==> src/sv/modbus_tcp_request_framer_assert.svh <==
// assertion macros shared by the request framer modules
`ifndef MODBUS_TCP_REQUEST_FRAMER_ASSERT_SVH
`define MODBUS_TCP_REQUEST_FRAMER_ASSERT_SVH

// property that must hold at every clock edge out of reset
`define MTRF_ASSERT(lbl, prop, msg) \
    lbl: assert property (@(posedge aclk) disable iff (!aresetn) (prop)) else $error(msg);

// implication whose consequent must hold in the cycle after the antecedent
`define MTRF_ASSERT_NEXT(lbl, ante, cons, msg) \
    lbl: assert property (@(posedge aclk) disable iff (!aresetn) (ante) |=> (cons)) \
        else $error(msg);

`endif

==> src/sv/mtrf_pkg.sv <==
// types and constants of the modbus tcp request framer
`default_nettype none

package mtrf_pkg;

    localparam logic [7:0]  FC_WRITE_COIL   = 8'h05;
    localparam logic [7:0]  FC_WRITE_REG    = 8'h06;
    localparam logic [7:0]  FC_WRITE_COILS  = 8'h0F;
    localparam logic [7:0]  FC_WRITE_REGS   = 8'h10;

    localparam logic [7:0]  UNIT_ID         = 8'hFF;
    localparam logic [15:0] COIL_LIMIT      = 16'd1968;
    localparam logic [15:0] REG_LIMIT       = 16'd123;
    localparam logic [15:0] COIL_ON         = 16'hFF00;
    localparam logic [7:0]  BASE_LEN        = 8'd6;
    localparam logic [7:0]  MULTI_LEN       = 8'd7;

    // byte positions inside a frame
    localparam int          IDX_W           = 4;
    localparam logic [3:0]  BP_TID_HI       = 4'd0;
    localparam logic [3:0]  BP_TID_LO       = 4'd1;
    localparam logic [3:0]  BP_PROTO_HI     = 4'd2;
    localparam logic [3:0]  BP_PROTO_LO     = 4'd3;
    localparam logic [3:0]  BP_LEN_HI       = 4'd4;
    localparam logic [3:0]  BP_LEN_LO       = 4'd5;
    localparam logic [3:0]  BP_UNIT         = 4'd6;
    localparam logic [3:0]  BP_FUNC         = 4'd7;
    localparam logic [3:0]  BP_ADDR_HI      = 4'd8;
    localparam logic [3:0]  BP_ADDR_LO      = 4'd9;
    localparam logic [3:0]  BP_TAIL_HI      = 4'd10;
    localparam logic [3:0]  BP_TAIL_LO      = 4'd11;
    localparam logic [3:0]  BP_BCOUNT       = 4'd12;
    localparam logic [3:0]  BP_DATA_FIRST   = 4'd13;
    localparam logic [3:0]  BP_DATA_SECOND  = 4'd14;

    localparam int          QDEPTH          = 2;
    localparam int          QPTR_W          = $clog2(QDEPTH);
    localparam int          QCNT_W          = $clog2(QDEPTH + 1);

    // one job for the byte serializer: a span of frame byte positions
    typedef struct packed {
        logic                err;
        logic                ends;
        logic [IDX_W-1:0]    start_idx;
        logic [IDX_W-1:0]    end_idx;
        logic [15:0]         tid;
        logic [7:0]          len;
        logic [7:0]          func;
        logic [15:0]         addr;
        logic [15:0]         tail;
        logic [7:0]          bcount;
        logic [7:0]          data_first;
        logic [7:0]          data_second;
    } desc_t;

endpackage

`default_nettype wire

==> src/sv/mtrf_queue.sv <==
// short job queue between the classifier and the byte serializer
`default_nettype none

`include "modbus_tcp_request_framer_assert.svh"

module mtrf_queue import mtrf_pkg::*; (
    input  wire logic  aclk,
    input  wire logic  aresetn,
    input  wire logic  push,
    input  wire desc_t push_desc,
    output logic       full,
    input  wire logic  pop,
    output logic       head_valid,
    output desc_t      head_desc
);

    desc_t              mem_reg [QDEPTH];
    logic [QPTR_W-1:0]  wr_ptr_reg, wr_ptr_next;
    logic [QPTR_W-1:0]  rd_ptr_reg, rd_ptr_next;
    logic [QCNT_W-1:0]  count_reg, count_next;

    assign full       = (count_reg == QCNT_W'(QDEPTH));
    assign head_valid = (count_reg != '0);
    assign head_desc  = mem_reg[rd_ptr_reg];

    always_comb begin
        wr_ptr_next = wr_ptr_reg;
        rd_ptr_next = rd_ptr_reg;
        count_next  = count_reg;
        if (push) begin
            wr_ptr_next = (wr_ptr_reg == QPTR_W'(QDEPTH - 1)) ? '0 : wr_ptr_reg + 1'b1;
        end
        if (pop) begin
            rd_ptr_next = (rd_ptr_reg == QPTR_W'(QDEPTH - 1)) ? '0 : rd_ptr_reg + 1'b1;
        end
        if (push && !pop) begin
            count_next = count_reg + 1'b1;
        end else if (pop && !push) begin
            count_next = count_reg - 1'b1;
        end
    end

    always_ff @(posedge aclk) begin
        if (!aresetn) begin
            wr_ptr_reg <= '0;
            rd_ptr_reg <= '0;
            count_reg  <= '0;
        end else begin
            wr_ptr_reg <= wr_ptr_next;
            rd_ptr_reg <= rd_ptr_next;
            count_reg  <= count_next;
        end
    end

    always_ff @(posedge aclk) begin
        if (push) begin
            mem_reg[wr_ptr_reg] <= push_desc;
        end
    end

    `MTRF_ASSERT(a_q_no_overflow, !(push && full && !pop), "push into a full job queue")
    `MTRF_ASSERT(a_q_no_underflow, !(pop && !head_valid), "pop from an empty job queue")

endmodule

`default_nettype wire

==> src/sv/mtrf_front.sv <==
// accepts request words, classifies them and builds serializer jobs
`default_nettype none

module mtrf_front import mtrf_pkg::*; (
    input  wire logic         aclk,
    input  wire logic         aresetn,
    input  wire logic         s_valid,
    output logic              s_ready,
    input  wire logic [7:0]   s_func,
    input  wire logic [15:0]  s_start_addr,
    input  wire logic [15:0]  s_count,
    input  wire logic [15:0]  s_value,
    output logic              q_push,
    output desc_t             q_desc,
    input  wire logic         q_full
);

    logic [15:0] tid_reg, tid_next;
    logic [6:0]  words_rem_reg, words_rem_next;
    logic        coil_mode_reg, coil_mode_next;
    logic        odd_reg, odd_next;

    logic        accept;
    logic        cont;
    logic        is_coils;
    logic        is_regs;
    logic        multi;
    logic        over;
    logic [16:0] coil_bytes_sum;
    logic [7:0]  coil_bytes;
    logic [8:0]  coil_words_sum;
    logic [6:0]  words;
    logic [7:0]  bytes;
    logic        odd_new;
    logic        order_coil;
    logic        last_word;

    assign s_ready = !q_full;
    assign accept  = s_valid && s_ready;
    assign q_push  = accept;

    assign cont     = (words_rem_reg != '0);
    assign is_coils = (s_func == FC_WRITE_COILS);
    assign is_regs  = (s_func == FC_WRITE_REGS);
    assign multi    = is_coils || is_regs;
    assign over     = (is_coils && (s_count > COIL_LIMIT)) || (is_regs && (s_count > REG_LIMIT));

    // coil byte count is ceil(count/8), word count ceil(bytes/2)
    assign coil_bytes_sum = {1'b0, s_count} + 17'd7;
    assign coil_bytes     = coil_bytes_sum[10:3];
    assign coil_words_sum = {1'b0, coil_bytes} + 9'd1;
    assign bytes          = is_coils ? coil_bytes : {s_count[6:0], 1'b0};
    assign words          = is_coils ? coil_words_sum[7:1] : s_count[6:0];
    assign odd_new        = is_coils && bytes[0];

    // coil words go low byte first
    assign order_coil = cont ? coil_mode_reg : is_coils;

    always_comb begin
        q_desc             = '0;
        q_desc.tid         = tid_reg;
        q_desc.func        = s_func;
        q_desc.addr        = s_start_addr;
        q_desc.bcount      = bytes;
        q_desc.len         = BASE_LEN;
        q_desc.data_first  = order_coil ? s_value[7:0] : s_value[15:8];
        q_desc.data_second = order_coil ? s_value[15:8] : s_value[7:0];
        q_desc.start_idx   = BP_TID_HI;
        last_word          = 1'b0;
        if (cont) begin
            last_word        = (words_rem_reg == 7'd1);
            q_desc.start_idx = BP_DATA_FIRST;
            q_desc.end_idx   = (last_word && odd_reg) ? BP_DATA_FIRST : BP_DATA_SECOND;
            q_desc.ends      = last_word;
        end else if (over) begin
            q_desc.err     = 1'b1;
            q_desc.end_idx = BP_TID_HI;
        end else if (multi) begin
            q_desc.tail = s_count;
            q_desc.len  = MULTI_LEN + bytes;
            if (words == '0) begin
                q_desc.end_idx = BP_BCOUNT;
                q_desc.ends    = 1'b1;
            end else begin
                last_word      = (words == 7'd1);
                q_desc.end_idx = (last_word && odd_new) ? BP_DATA_FIRST : BP_DATA_SECOND;
                q_desc.ends    = last_word;
            end
        end else begin
            q_desc.end_idx = BP_TAIL_LO;
            q_desc.ends    = 1'b1;
            case (s_func)
                FC_WRITE_COIL: q_desc.tail = (s_value != '0) ? COIL_ON : '0;
                FC_WRITE_REG:  q_desc.tail = s_value;
                default:       q_desc.tail = s_count;
            endcase
        end
    end

    always_comb begin
        tid_next       = tid_reg;
        words_rem_next = words_rem_reg;
        coil_mode_next = coil_mode_reg;
        odd_next       = odd_reg;
        if (accept) begin
            if (cont) begin
                words_rem_next = words_rem_reg - 7'd1;
            end else if (!over) begin
                tid_next = tid_reg + 16'd1;
                if (multi) begin
                    coil_mode_next = is_coils;
                    odd_next       = odd_new;
                    words_rem_next = (words == '0) ? '0 : words - 7'd1;
                end
            end
        end
    end

    always_ff @(posedge aclk) begin
        if (!aresetn) begin
            tid_reg       <= '0;
            words_rem_reg <= '0;
            coil_mode_reg <= 1'b0;
            odd_reg       <= 1'b0;
        end else begin
            tid_reg       <= tid_next;
            words_rem_reg <= words_rem_next;
            coil_mode_reg <= coil_mode_next;
            odd_reg       <= odd_next;
        end
    end

endmodule

`default_nettype wire

==> src/sv/mtrf_back.sv <==
// walks each job's byte positions and drives the output byte register
`default_nettype none

`include "modbus_tcp_request_framer_assert.svh"

module mtrf_back import mtrf_pkg::*; (
    input  wire logic         aclk,
    input  wire logic         aresetn,
    input  wire logic         head_valid,
    input  wire desc_t        head_desc,
    output logic              pop,
    output logic              m_valid,
    input  wire logic         m_ready,
    output logic [7:0]        m_frame_byte,
    output logic              m_frame_last,
    output logic              m_error
);

    logic             active_reg, active_next;
    logic [IDX_W-1:0] idx_reg, idx_next;
    logic             m_valid_reg, m_valid_next;
    logic [7:0]       byte_reg;
    logic             last_reg;
    logic             error_reg;

    logic [IDX_W-1:0] cur_idx;
    logic             at_end;
    logic             load;
    logic [7:0]       sel_byte;

    // mid-job the counter runs, otherwise start at the job's first position
    assign cur_idx = active_reg ? idx_reg : head_desc.start_idx;
    assign at_end  = (cur_idx == head_desc.end_idx);
    assign load    = head_valid && (!m_valid_reg || m_ready);
    assign pop     = load && at_end;

    always_comb begin
        case (cur_idx)
            BP_TID_HI:      sel_byte = head_desc.tid[15:8];
            BP_TID_LO:      sel_byte = head_desc.tid[7:0];
            BP_PROTO_HI:    sel_byte = 8'h00;
            BP_PROTO_LO:    sel_byte = 8'h00;
            BP_LEN_HI:      sel_byte = 8'h00;
            BP_LEN_LO:      sel_byte = head_desc.len;
            BP_UNIT:        sel_byte = UNIT_ID;
            BP_FUNC:        sel_byte = head_desc.func;
            BP_ADDR_HI:     sel_byte = head_desc.addr[15:8];
            BP_ADDR_LO:     sel_byte = head_desc.addr[7:0];
            BP_TAIL_HI:     sel_byte = head_desc.tail[15:8];
            BP_TAIL_LO:     sel_byte = head_desc.tail[7:0];
            BP_BCOUNT:      sel_byte = head_desc.bcount;
            BP_DATA_FIRST:  sel_byte = head_desc.data_first;
            BP_DATA_SECOND: sel_byte = head_desc.data_second;
            default:        sel_byte = 8'h00;
        endcase
        if (head_desc.err) begin
            sel_byte = 8'h00;
        end
    end

    always_comb begin
        active_next  = active_reg;
        idx_next     = idx_reg;
        m_valid_next = m_valid_reg;
        if (m_valid_reg && m_ready) begin
            m_valid_next = 1'b0;
        end
        if (load) begin
            m_valid_next = 1'b1;
            if (at_end) begin
                active_next = 1'b0;
            end else begin
                active_next = 1'b1;
                idx_next    = cur_idx + 1'b1;
            end
        end
    end

    always_ff @(posedge aclk) begin
        if (!aresetn) begin
            active_reg  <= 1'b0;
            idx_reg     <= '0;
            m_valid_reg <= 1'b0;
        end else begin
            active_reg  <= active_next;
            idx_reg     <= idx_next;
            m_valid_reg <= m_valid_next;
        end
    end

    always_ff @(posedge aclk) begin
        if (load) begin
            byte_reg  <= sel_byte;
            last_reg  <= at_end && head_desc.ends;
            error_reg <= head_desc.err;
        end
    end

    assign m_valid      = m_valid_reg;
    assign m_frame_byte = byte_reg;
    assign m_frame_last = last_reg;
    assign m_error      = error_reg;

    `MTRF_ASSERT(a_active_has_job, !active_reg || head_valid, "byte walk with no job at the head")
    `MTRF_ASSERT(a_idx_in_frame, idx_reg <= BP_DATA_SECOND, "byte position beyond frame end")
    `MTRF_ASSERT_NEXT(a_error_not_last, load && head_desc.err, m_error && !m_frame_last, "error word marked as frame end")
    `MTRF_ASSERT_NEXT(a_pop_clears_walk, pop, !active_reg, "walk still active after job pop")

endmodule

`default_nettype wire

==> src/sv/modbus_tcp_request_framer.sv <==
// Modbus TCP request framer: request words in, frame bytes out.
//
// Input channel (s_): one word per request start (function code, start address,
// count, first value) followed, for write-multiple requests, by one word per
// further packed coil or register word. Output channel (m_): one frame byte per
// word with m_frame_last on the final byte; an over-limit write-multiple count
// gives a single word with m_error set and no frame.
// An item is queued when accepted, then its first byte is registered onto m_.
// A frame start item gives 12 to 15 bytes, a continuation item 1 or 2 bytes;
// the output runs at one byte per cycle while m_ready is high, through the single
// output byte register, and the next item may be taken while one is going out.
// A two-entry job queue sits between the classifier and the byte serializer, so
// the next item is taken while earlier bytes are still going out.
// When m_ready is low the current byte holds, the queue fills, then s_ready drops.
// Reset (aresetn low at a clock edge) clears the transaction id to zero, drops
// any partly sent frame and any queued jobs, and ends a pending write-multiple.
`default_nettype none

module modbus_tcp_request_framer import mtrf_pkg::*; (
    input  wire logic         aclk,
    input  wire logic         aresetn,
    input  wire logic         s_valid,
    output logic              s_ready,
    input  wire logic [7:0]   s_func,
    input  wire logic [15:0]  s_start_addr,
    input  wire logic [15:0]  s_count,
    input  wire logic [15:0]  s_value,
    output logic              m_valid,
    input  wire logic         m_ready,
    output logic [7:0]        m_frame_byte,
    output logic              m_frame_last,
    output logic              m_error
);

    logic  q_push;
    logic  q_full;
    logic  q_pop;
    logic  q_head_valid;
    desc_t q_push_desc;
    desc_t q_head_desc;

    mtrf_front u_front (
        .aclk         (aclk),
        .aresetn      (aresetn),
        .s_valid      (s_valid),
        .s_ready      (s_ready),
        .s_func       (s_func),
        .s_start_addr (s_start_addr),
        .s_count      (s_count),
        .s_value      (s_value),
        .q_push       (q_push),
        .q_desc       (q_push_desc),
        .q_full       (q_full)
    );

    mtrf_queue u_queue (
        .aclk       (aclk),
        .aresetn    (aresetn),
        .push       (q_push),
        .push_desc  (q_push_desc),
        .full       (q_full),
        .pop        (q_pop),
        .head_valid (q_head_valid),
        .head_desc  (q_head_desc)
    );

    mtrf_back u_back (
        .aclk         (aclk),
        .aresetn      (aresetn),
        .head_valid   (q_head_valid),
        .head_desc    (q_head_desc),
        .pop          (q_pop),
        .m_valid      (m_valid),
        .m_ready      (m_ready),
        .m_frame_byte (m_frame_byte),
        .m_frame_last (m_frame_last),
        .m_error      (m_error)
    );

endmodule

`default_nettype wire

==> config.mk <==
export PLATFORM = sky130hd
export DESIGN_NAME = modbus_tcp_request_framer
export DESIGN_NICKNAME = d
export VERILOG_FILES = /design/src/sv/mtrf_pkg.sv /design/src/sv/mtrf_queue.sv /design/src/sv/mtrf_front.sv /design/src/sv/mtrf_back.sv /design/src/sv/modbus_tcp_request_framer.sv
export VERILOG_INCLUDE_DIRS = /design/src /design/src/sv
export SDC_FILE = /design/constraint.sdc
export NUM_CORES = 1
export LEC_CHECK = 0
export BUFFER_PORTS_ARGS = -buffer_cell sky130_fd_sc_hd__buf_2
export CAP_MARGIN = 20
export CORE_UTILIZATION = 30
export DETAILED_ROUTE_END_ITERATION = 12
export SLEW_MARGIN = 20
export SYNTH_ARGS = -nofsm -noshare
export SYNTH_HDL_FRONTEND = slang
export SYNTH_SLANG_ARGS = --single-unit
export TNS_END_PERCENT = 5
==> constraint.sdc <==
create_clock -name aclk -period 10.6 [get_ports aclk]
set_input_delay 1.06 -clock aclk [delete_from_list [all_inputs] [get_ports aclk]]
set_output_delay 1.06 -clock aclk [all_outputs]
set_load 0.02 [all_outputs]
==> run metrics, run 1 <==
CP arrival 4.20 ns; largest net degree at the start of global routing 74; clock transition at the registers of the reported paths 0.06 ns; Yosys top cell by area edfxtp_1; Die W 192.9 um; number of synthesized flops with an enable pin 200; syn_nets 925; Worst Clk Skew 0.01109 ns; cells after synthesis 852; global-route wire length before repair 42520 um; Hold-fix buffers, CTS 0; Final Slew Violations 0; routability cong. 0.8661; Slew HR 0.2596; GRT Util Overall 0.1511; crit-path cells mux2i_1 -> nand2_1 -> o21ai_0 -> inv_1 -> ha_1 -> and2_1 -> nor2_1 -> nand4_1 -> nor3_1 -> a41o_1 -> a31oi_1; post-synthesis xor/xnor area fraction 0.03283; Avg WL per Cell a little over 20 um; Final Cycle Share 0.3731; Worst-Skew Late Latency between 0.5 and 0.6 ns; die height 192.9 um; CTS tree done; FF/Latch Area 6730 um2; Clock Path Buffers 3; post-synthesis mux area share 0.09438; share of synthesized registers carrying an async set or reset 0; worst vdd ir 0.1234 mV; CP max stage delay roughly 0.8 ns; CP max stage cell dfxtp_4; crit path max fanout 41; Synth cell types 69; Synth Register Bits 236; RSZ-0062 raised after global routing no; Setup violations, final 0; simple-gate share of the synthesized area 0.1150; post-synthesis compound-gate area fraction 0.1035; port buffer count 71; CP required 10.84 ns; Resized Gates After CTS 0; DRC errors left 6; CP Class reg -> reg; Worst Hold Class reg -> reg; Die Area 37220 um2; GRT Residual Overflow 0; Core ar. 35740 um2; sequential share of the synthesized area 0.6150; area of the multi-input gates ~4000 um2; clock sink count between 200 and 250; fmax 0.2529 GHz; share of layout cells above drive strength 1 0.1749; Synth Flop Type edfxtp_1; Total Neg Setup Slack 0 ns; initial antenna violation count 0; P per Cell Area roughly 250 nW/um2; Max H-tree Level 1; most common cell in the netlist edfxtp_1; DRT Pass-1 Iters 10; Post-Synth Adder-Cell Area 0.01487; dpl ws approximately 6.2 ns; cts bufs inserted 26; placed insts about 1.3k; Detail Placement HPWL between 15000 and 20000 um; clk root buf clkbuf_16; total number of vias 7374; Leak between 4 and 5 nW; Mapped Area 10940 um2; ant diodes 0; failing checks design-rule violations; Post-CTS Setup Repair Bufs 0; Final min period 3.955 ns; vias per inst about 5.3; Synth warnings 0; max reg flops 190; CP startpoint kind register; initial DRC count around 800; Max-Cap Viols 0; overall power ~3.1 mW; worst-margin pin slew between 1 and 1.5 ns; setup ws final 6.645 ns; Starting Density 0.3060; I/O pins 72; endpoint type of the worst setup path register; Fillers 3539; vias in the first global route about 7k; drt total wl 28470 um; syn avg cell area ~13 um2; Synth area leaders edfxtp_1, dfxtp_1, mux2i_1; Hold Vio Cnt, Final 0; Area Overhead vs Synth 14.49%; critical path buffer and inverter count 1; Worst path top cell family by delay simple AND/OR/NAND/NOR gates; Row Count slightly below 70; status finished with violations; Final Non-Filler Cells approximately 1.4k; Commonest cells post-synth edfxtp_1, mux2i_1, nor2_1, nand2_1, dfxtp_1; Final #Nets 986; main combinational cell family by area after synthesis simple AND/OR/NAND/NOR gates; Synth top area share 0.5491; post-route ant nets 0
final timing paths:
kind,from,to,slack (ns),depth (start not counted)
max,register,u_back.m_frame_byte[3]$_SDFFCE_PP0P_,6.65,11
max reg2reg,register,u_back.m_frame_byte[3]$_SDFFCE_PP0P_,6.65,11
min,u_back.idx_reg[0]$_SDFFE_PN0P_,u_back.idx_reg[0]$_SDFFE_PN0P_,0.48,2
min reg2reg,u_back.idx_reg[0]$_SDFFE_PN0P_,u_back.idx_reg[0]$_SDFFE_PN0P_,0.48,2
metrics by stage:
step | cell area [um2] | utilization | hold slack [ns]
after global placement | 11720 | 0.3279 | 0.4609
final | 12520 | 0.3503 | 0.4848
after floorplan | 10940 | - | 0.4256
after detailed placement | 11720 | 0.3279 | 0.4763
after global routing | 12520 | 0.3503 | 0.5106
after CTS | 12510 | 0.3501 | 0.4829
layer usage:
metal,vias to the layer above,routed length (um),GRT usage
met5,-,0,0
met4,0,457,0.02855
met3,44,2275,0.02932
met2,292,12710,0.2331
met1,3623,13020,0.2206
li1,3415,-,-
worst min-delay path: cells and delay by family (launching register included):
kind | cells | cell delay [ns]
AOI/OAI and AO/OA | 1 | 0.06
DFF | 1 | 0.32
and+or+nand+nor | 1 | 0.05
cell type report:
| type | instances | share of cell area |
|---|---|---|
| clock inverter | 16 | 0.008193 |
| sequential | 236 | 0.5375 |
| inverter | 15 | 0.004496 |
| clock buffer | 31 | 0.05516 |
| multi-input combinational | 557 | 0.3166 |
| timing repair buffer | 77 | 0.03197 |
| tap | 461 | 0.04606 |
cells by family after synthesis:
| kind of cell | Yosys count |
|---|---|
| compound gates | 166 |
| xor+xnor | 41 |
| fa+ha+maj | 13 |
| buf+inv | 59 |
| flops | 236 |
| mux | 97 |
| simple gates | 240 |
where the power goes:
part           switching (mW)  internal, mW  leakage (nW)  total, mW
Sequential             0.0919          1.27          2.17       1.36
Combinational           0.619         0.295          1.60      0.914
Clock                   0.355         0.487         0.396      0.842
Total                    1.07          2.05          4.17       3.11
cell usage in the layout (no fill, tap or decap), types with 6 or more instances in the layout:
master	instances
buf_2	71
nand4_1	10
mux2i_1	66
a222oi_1	14
nor3_1	9
nor2_1	59
a21boi_0	6
xnor2_1	27
edfxtp_1	200
nand2_1	48
inv_1	15
clkinv_2	7
a22oi_1	17
ha_1	13
xor2_1	14
a31oi_1	9
a21oi_1	34
nor4_1	17
clkinv_1	7
nand3_1	25
o21ai_0	28
and3_1	7
and2_1	24
buf_4	6
mux2_2	29
o22ai_1	23
dfxtp_1	35
clkbuf_16	27
or3_1	8
Power figures use the tool's default switching activity.
==> run 2, diff against run 1 <==
Settings changed: ABC_AREA set to 1.
Clock period 10.6 ns to 3.9 ns, I/O delays scaled along.
==> run metrics, run 2 <==
Die W 195.9 um (was 192.9 um); Yosys top cell by area edfxtp_1 (unchanged); Hold-fix buffers, CTS 0 (unchanged); Synth top area share 0.5327 (was 0.5491); CP required 4.23 ns (was 10.84 ns); clk root buf clkbuf_16 (unchanged); initial antenna violation count 0 (unchanged); clock transition at the registers of the reported paths 0.06 ns (about the same); Worst Clk Skew 0.01238 ns (was 0.01109 ns); commonest non-fill, non-tap cell in the layout nand2_1 (was edfxtp_1); Synth Flop Type edfxtp_1 (unchanged); endpoint type of the worst setup path register (unchanged); global-route wire length before repair 46460 um (was 42520 um); worst vdd ir 0.3761 mV (was 0.1234 mV); CP max stage delay 0.67 ns (was 0.80 ns); placed insts 1707 (was 1346); Worst path top cell family by delay buffers and inverters (was simple AND/OR/NAND/NOR gates); Slew HR 0.3898 (was 0.2596); CP max stage cell o21ai_2 (was dfxtp_4); FF-to-FF path depth 12 (was 11); Core ar. 36790 um2 (was 35740 um2); Synth warnings 0 (unchanged); clock sink count 236 (unchanged); area of the multi-input gates 4053 um2 (was 3965 um2); Starting Density 0.3065 (was 0.3060); Design Area, Final 12930 um2 (was 12520 um2); post-route ant nets 0 (unchanged); Resized Gates After CTS 0 (unchanged); DRC errors left 0 (was 6); DP Area 12190 um2 (was 11720 um2); Hold Path Depth 1 (was 2); Commonest cells post-synth nand2_1, edfxtp_1, nor2_1, a21oi_1, inv_1 (was edfxtp_1, mux2i_1, nor2_1, nand2_1, dfxtp_1); Final #Nets 1338 (was 986); Fillers 3671 (was 3539); largest net degree at the start of global routing 97 (was 74); GRT Residual Overflow 0 (unchanged); RSZ-0062 raised after global routing no (unchanged); port buffer count 71 (unchanged); vias per inst 4.872 (was 5.294); GRT Util Overall 0.1554 (was 0.1511); P per Cell Area 584.5 nW/um2 (was 248.7 nW/um2); FF/Latch Area 6730 um2 (unchanged); I/O pins 72 (unchanged); total number of vias 8522 (was 7374); Worst path depth 12 (was 11); die height 195.9 um (was 192.9 um); CP startpoint kind register (unchanged); syn_nets 1263 (was 925); cells after synthesis 1190 (was 852); Synth Register Bits 236 (unchanged); DRT Pass-1 Iters 6 (was 10); Clock Path Buffers 3 (unchanged); number of synthesized flops with an enable pin 200 (unchanged); Mapped Area 11270 um2 (was 10940 um2); Setup violations, final 0 (unchanged); CTS tree done (unchanged); CP arrival 3.27 ns (was 4.20 ns); sequential share of the synthesized area 0.5966 (was 0.6150); Avg WL per Cell 17.16 um (was 20.44 um); syn avg cell area 9.474 um2 (was 12.84 um2); overall power 7.561 mW (was 3.114 mW); cts bufs inserted 24 (was 26); Worst-Skew Late Latency 0.52 ns (about the same); crit-path cells inv_1 -> ha_1 -> nand2_1 -> nor2_2 -> inv_2 -> nor2_2 -> buf_4 -> clkinv_1 -> o21ai_2 -> buf_4 -> nor2_1 -> a21oi_1 (was mux2i_1 -> nand2_1 -> o21ai_0 -> inv_1 -> ha_1 -> and2_1 -> nor2_1 -> nand4_1 -> nor3_1 -> a41o_1 -> a31oi_1); routability cong. 0.8611 (was 0.8661); crit path max fanout 20 (was 41); Final Non-Filler Cells 1749 (was 1393); Max H-tree Level 1 (unchanged); Leak 5.040 nW (was 4.165 nW); commonest cells after routing, fill and taps aside nand2_1, edfxtp_1, nor2_1, a21oi_1, inv_1 (was edfxtp_1, buf_2, mux2i_1, nor2_1, nand2_1); critical path buffer and inverter count 5 (was 1); minimum hold slack 0.05969 ns (was 0.4848 ns); status finished, final reports clean (was finished with violations); initial DRC count 814 (was 784); Hold Vio Cnt, Final 0 (unchanged); share of synthesized registers carrying an async set or reset 0 (unchanged); worst-margin pin slew 0.9152 ns (was 1.099 ns); Worst Hold Class in -> reg (was reg -> reg); Final Util 0.3516 (was 0.3503); Detail Placement HPWL 21520 um (was 19970 um); Die Area 38360 um2 (was 37220 um2); share of layout cells above drive strength 1 0.1327 (was 0.1749); Synth cell types 50 (was 69); Post-CTS Setup Repair Bufs 0 (unchanged); Row Count 70 (was 69); most common cell in the netlist nand2_1 (was edfxtp_1); Max-Cap Viols 0 (unchanged); drt total wl 30010 um (was 28470 um); ant diodes 0 (unchanged); Final Cycle Share 0.7540 (was 0.3731); CP Class reg -> reg (unchanged); Final min period 2.941 ns (was 3.955 ns); Final Slew Violations 0 (unchanged); Synth area leaders edfxtp_1, nand2_1, dfxtp_1 (was edfxtp_1, dfxtp_1, mux2i_1); Area Overhead vs Synth 14.73% (was 14.49%); max reg flops 190 (unchanged); fmax 0.3401 GHz (was 0.2529 GHz); vias in the first global route 7992 (was 7005)
[run 2: cell types whose count changed after synthesis, sizes merged, moves of 23 or more]
| cell | previous run | this run |
|---|---|---|
| a21oi | 34 | 86 |
| and2 | 25 | 0 |
| inv | 15 | 89 |
| mux2i | 66 | 5 |
| nand2 | 48 | 409 |
| nand3 | 25 | 48 |
| nor2 | 60 | 105 |
[run 2: worst paths after layout]
kind | startpoint | to | slack [ns]
worst max-delay path | u_front.words_rem_reg[0]$_SDFFE_PN0P_ | u_queue.mem_reg[0][9]$_DFFE_PP_ | 0.96
worst min-delay path | s_start_addr[7] | u_queue.mem_reg[0][47]$_DFFE_PP_ | 0.06
worst max register to register | u_front.words_rem_reg[0]$_SDFFE_PN0P_ | u_queue.mem_reg[0][9]$_DFFE_PP_ | 0.96
worst min register to register | u_back.idx_reg[0]$_SDFFE_PN0P_ | u_back.idx_reg[0]$_SDFFE_PN0P_ | 0.45
[run 2: area by class of cell]
cell class	count	area share
repair buffers	85	0.03656
multi-input cells	826	0.3133
clock inverters	12	0.008899
well taps	468	0.04527
clock buffers	30	0.04895
flip-flops and latches	236	0.5203
inverters	92	0.02670
[run 2: metal layers]
metal / up-vias / track usage / share of wire
met3: 40 / 0.01650 / 0.062
met5: - / 0 / 0
met4: 0 / 0.04225 / 0.019
li1: 4199 / - / -
met2: 239 / 0.2519 / 0.46
met1: 4044 / 0.2205 / 0.46
[run 2: stage by stage]
stage	worst slack (ns)	TNS, ns
2_1_floorplan	-1.359	-129.14
3_3_place_gp	1.113	0
3_5_place_dp	1.023	0
4_1_cts	0.9936	0
5_1_grt	0.6795	0
6_report	0.9593	0
[run 2: power by group]
part / total [mW] / switching [mW] / internal [mW]
clock network: 2.20 / 0.922 / 1.28
registers: 3.36 / 0.128 / 3.23
logic: 2.00 / 1.44 / 0.562
[run 2: logic make-up after synthesis]
kind of cell / Yosys count / share of synthesized area
and+or+nand+nor: 612 / 0.2295
DFF: 236 / 0.5966
AOI/OAI and AO/OA: 171 / 0.08878
buffers and inverters: 128 / 0.04528
xor gates and xnor gates: 18 / 0.01398
adders and majority gates: 13 / 0.01443
muxes: 12 / 0.01143
[run 2: worst register-to-register path: stages, from the launching register on]
cell and delay [ns]:
dfxtp_1 0.32, inv_1 0.13, ha_1 0.19, nand2_1 0.08, nor2_2 0.16, inv_2 0.05
nor2_2 0.07, buf_4 0.19, clkinv_1 0.33, o21ai_2 0.67, buf_4 0.28, nor2_1 0.05
a21oi_1 0.22
